<file path="src/design/lge_row_rule.sv">
// One generation of B3/S23 for a full grid row, from three masked rows.
// Uses nothing from the package.
module lge_row_rule #(
  parameter int WIDTH = 64
) (
  input  logic [WIDTH-1:0] above_i,
  input  logic [WIDTH-1:0] cur_i,
  input  logic [WIDTH-1:0] below_i,
  output logic [WIDTH-1:0] next_o
);

  logic [WIDTH+1:0] a_pad, c_pad, b_pad;

  assign a_pad = {1'b0, above_i, 1'b0};
  assign c_pad = {1'b0, cur_i, 1'b0};
  assign b_pad = {1'b0, below_i, 1'b0};

  // padded index i+1 is cell i; pads are the dead border
  always_comb begin
    logic [3:0] n;
    for (int i = 0; i < WIDTH; i++) begin
      n = {3'b0, a_pad[i]} + {3'b0, a_pad[i+1]} + {3'b0, a_pad[i+2]}
        + {3'b0, c_pad[i]} + {3'b0, c_pad[i+2]}
        + {3'b0, b_pad[i]} + {3'b0, b_pad[i+1]} + {3'b0, b_pad[i+2]};
      next_o[i] = (n == 4'd3) || (cur_i[i] && (n == 4'd2));
    end
  end

endmodule

</file>
<file path="config.mk">
export PLATFORM = sky130hd
export DESIGN_NAME = lge_row_rule
export DESIGN_NICKNAME = d
export VERILOG_FILES = /design/src/design/lge_row_rule.sv
export SDC_FILE = /design/constraint.sdc
export NUM_CORES = 1
export LEC_CHECK = 0
export ABC_AREA = 0
export BUFFER_PORTS_ARGS = -buffer_cell sky130_fd_sc_hd__buf_4
export CORE_ASPECT_RATIO = 2
export CORE_MARGIN = 2
export CORE_UTILIZATION = 52
export DETAILED_ROUTE_END_ITERATION = 6
export PLACE_DENSITY_LB_ADDON = 0.12
export SYNTH_ARGS = -nofsm -noshare
export SYNTH_HDL_FRONTEND = slang
export SYNTH_SLANG_ARGS = --single-unit
</file>
<file path="constraint.sdc">
create_clock -name vclk -period 3.15
set_input_delay 0.315 -clock vclk [all_inputs]
set_output_delay 0.315 -clock vclk [all_outputs]
set_load 0.02 [all_outputs]
</file>
==> metrics.yaml <==
status: "complete, but fails checks"
violations: "negative setup slack"
holdWs_ns: 0.993
synthAdderAreaFrac_pct: 69.1
critPathKind: "in -> out"
max_cap_violations: 0
cp_cell_sequence: "buf_8 -> inv_4 -> fa_1 -> fa_1 -> fa_1 -> inv_1 -> ha_2 -> fa_2 -> or2_1 -> a21oi_2 -> buf_4"
final_core_util_pct: 80.0
cellPowerDensity_nw_per_um2: 399
num_antenna_cells: 0
grt_pass1_wl_um: 43900
cp-start-kind: "primary input"
setup_viol: 61
drive_gt1_share_pct: 51.0
area_growth_pct: 51.5
synthMuxAreaShare_pct: 0
rsz0062_at_grt: "yes"
endpoint_kind: "output pin"
dr_total_vias: 9301
whs_endpoint: "next_o[19]"
fp.dieH_um: 207
critPathRequiredTime_ns: 2.83
place_congestion: 0.839
place_hpwl_um: 23600
synth_top_area_cell: "fa_1"
hold_path_class: "in -> out"
crit_path_max_fanout: 2
fp-row-count: 74
synth_top_family_by_area: "adder cells"
hold_depth: 4
syn-cell-area_um2: 10700
first_pass_iters: 6
n_clock_buffer: 0
area.sequential_um2: 0
synth_area_leaders: "fa_1 47%, ha_1 22%, inv_1 15%, a21oi_1 5.7%, nand3_1 2.9%"
total_leakage_power_nw: 8.17
via_per_inst: 5.00
finalNetCount: 2230
grt_overflow: 0
synth_compound_area_share_pct: 8.61
die-area_um2: 21800
worstPathArrival_ns: 3.06
finalCritPeriodShare_pct: 107
synth_fp_nets: 1829
postRouteAntennaNets: 0
ir_drop_v: 0.000298
drt_iter0_markers: 136
core_area_um2: 20300
setup_slack_ns: -0.225
slew_viol_final: 0
hold_viol_final: 0
fmax_mhz: 296
drc: 0
crit_top_cell: "fa_1"
yosysSeqAreaShare_pct: 0
synth-simple-area-share_pct: 6.83
drt-total-wl_um: 26200
multi_input_area_um2: 10500
post_drt_wl_per_cell_um: 14.1
syn_area_per_cell_um2: 8.95
port-buffer-count: 256
grt_max_degree: 4
cp_slowest_cell: "fa_1"
antenna_found_initial: 0
critPathMaxStageDelay_ns: 0.55
hp-start: "cur_i[19]"
fillers: 1288
post_synth_inst_count: 1197
grt_usage_pct: 24.4
initial_core_util_pct: 52.8
dpl.cell_count: 1858
synth_top_area_share_pct: 47.1
io_pins: 256
yosysWarnings: 0
fin_cells: 1862
seq_cell_count: 0
synth_xor_area_share_pct: 0
max_slew_margin_pct: 84.7
grt_pass1_vias: 10700
synth.distinct_cells: 14
min_period_ns: 3.38
worst_pin_slew_ns: 0.228
die_w_um: 105
-- critical path: cells and delay by family --
kind	cells	cell delay [ns]
fa+ha+maj	5	2.05
compound gates	1	0.14
buf+inv	4	0.32
simple gates	1	0.24
-- where the power goes --
group,internal [mW],switching [mW],leakage [nW]
Combinational,3.16,3.31,8.17
Clock,0,0,0
Sequential,0,0,0
Total,3.16,3.31,8.17
-- per-layer routing --
layer / vias up / wire length, um / global-route usage, %
met5: - / 0 / 0
met3: 59 / 1220 / 3.39
met2: 205 / 16500 / 53.7
li1: 4415 / - / -
met4: 0 / 900 / 7.43
met1: 4622 / 7580 / 21.6
-- worst max-delay path by stage --
| stage | slack [ns] | end | start | cells after the start |
|---|---|---|---|---|
| floorplan | -0.02 | next_o[29] | cur_i[28] | 9 |
| CTS | -0.25 | next_o[26] | above_i[25] | 11 |
| global route | -0.34 | next_o[4] | above_i[4] | 11 |
| detailed placement | -0.34 | next_o[26] | above_i[25] | 11 |
| finish | -0.23 | next_o[56] | cur_i[55] | 11 |
| global placement | -0.30 | next_o[13] | above_i[12] | 11 |
-- cell families (layout without fill, tap and decap cells) --
family,after synthesis,in the layout
fa+ha+maj,440,440
simple gates,131,131
compound gates,184,184
buf+inv,442,841
-- synth_stat cells, drive strengths merged --
cell / count
inv: 442
fa: 252
ha: 188
a21oi: 122
nand3: 61
o21ai: 61
or2: 61
nor2: 4
nor3b: 2
a31oi: 1
nand2: 1
nor2b: 1
nor3: 1
-- through the flow --
step	cell area, um2	setup TNS (ns)	setup WS (ns)	power (mW)
4_1_cts	15800	-10.98	-0.252	6.21
2_1_floorplan	11500	-0.450	-0.0248	3.72
6_report	16200	-9.48	-0.225	6.47
3_5_place_dp	14800	-16.88	-0.339	5.38
3_3_place_gp	14800	-14.93	-0.295	5.12
5_1_grt	16200	-14.26	-0.336	7.22
-- layout by cell type, fill, tap and decap left out, drive strengths merged --
cell,count
o21ai,61
nand3,61
or2,61
inv,442
nor3,1
nand2,1
a31oi,1
nor2,4
nor2b,1
nor3b,2
a21oi,122
buf,399
fa,252
ha,188
-- what timing repair did --
action / in CTS / in global routing
buffers inserted: 3 / 1
setup endpoints to repair: 62 / 62
hold buffers: 0 / 0
gates resized for setup: 417 / 132
pin swaps: 152 / 45
-- area by class of cell --
class                      count  area share (%)
multi-input combinational    755            64.8
inverter                     442            11.2
tap                          266            2.05
timing repair buffer         399            21.9
(Power assumes the default switching activity.)
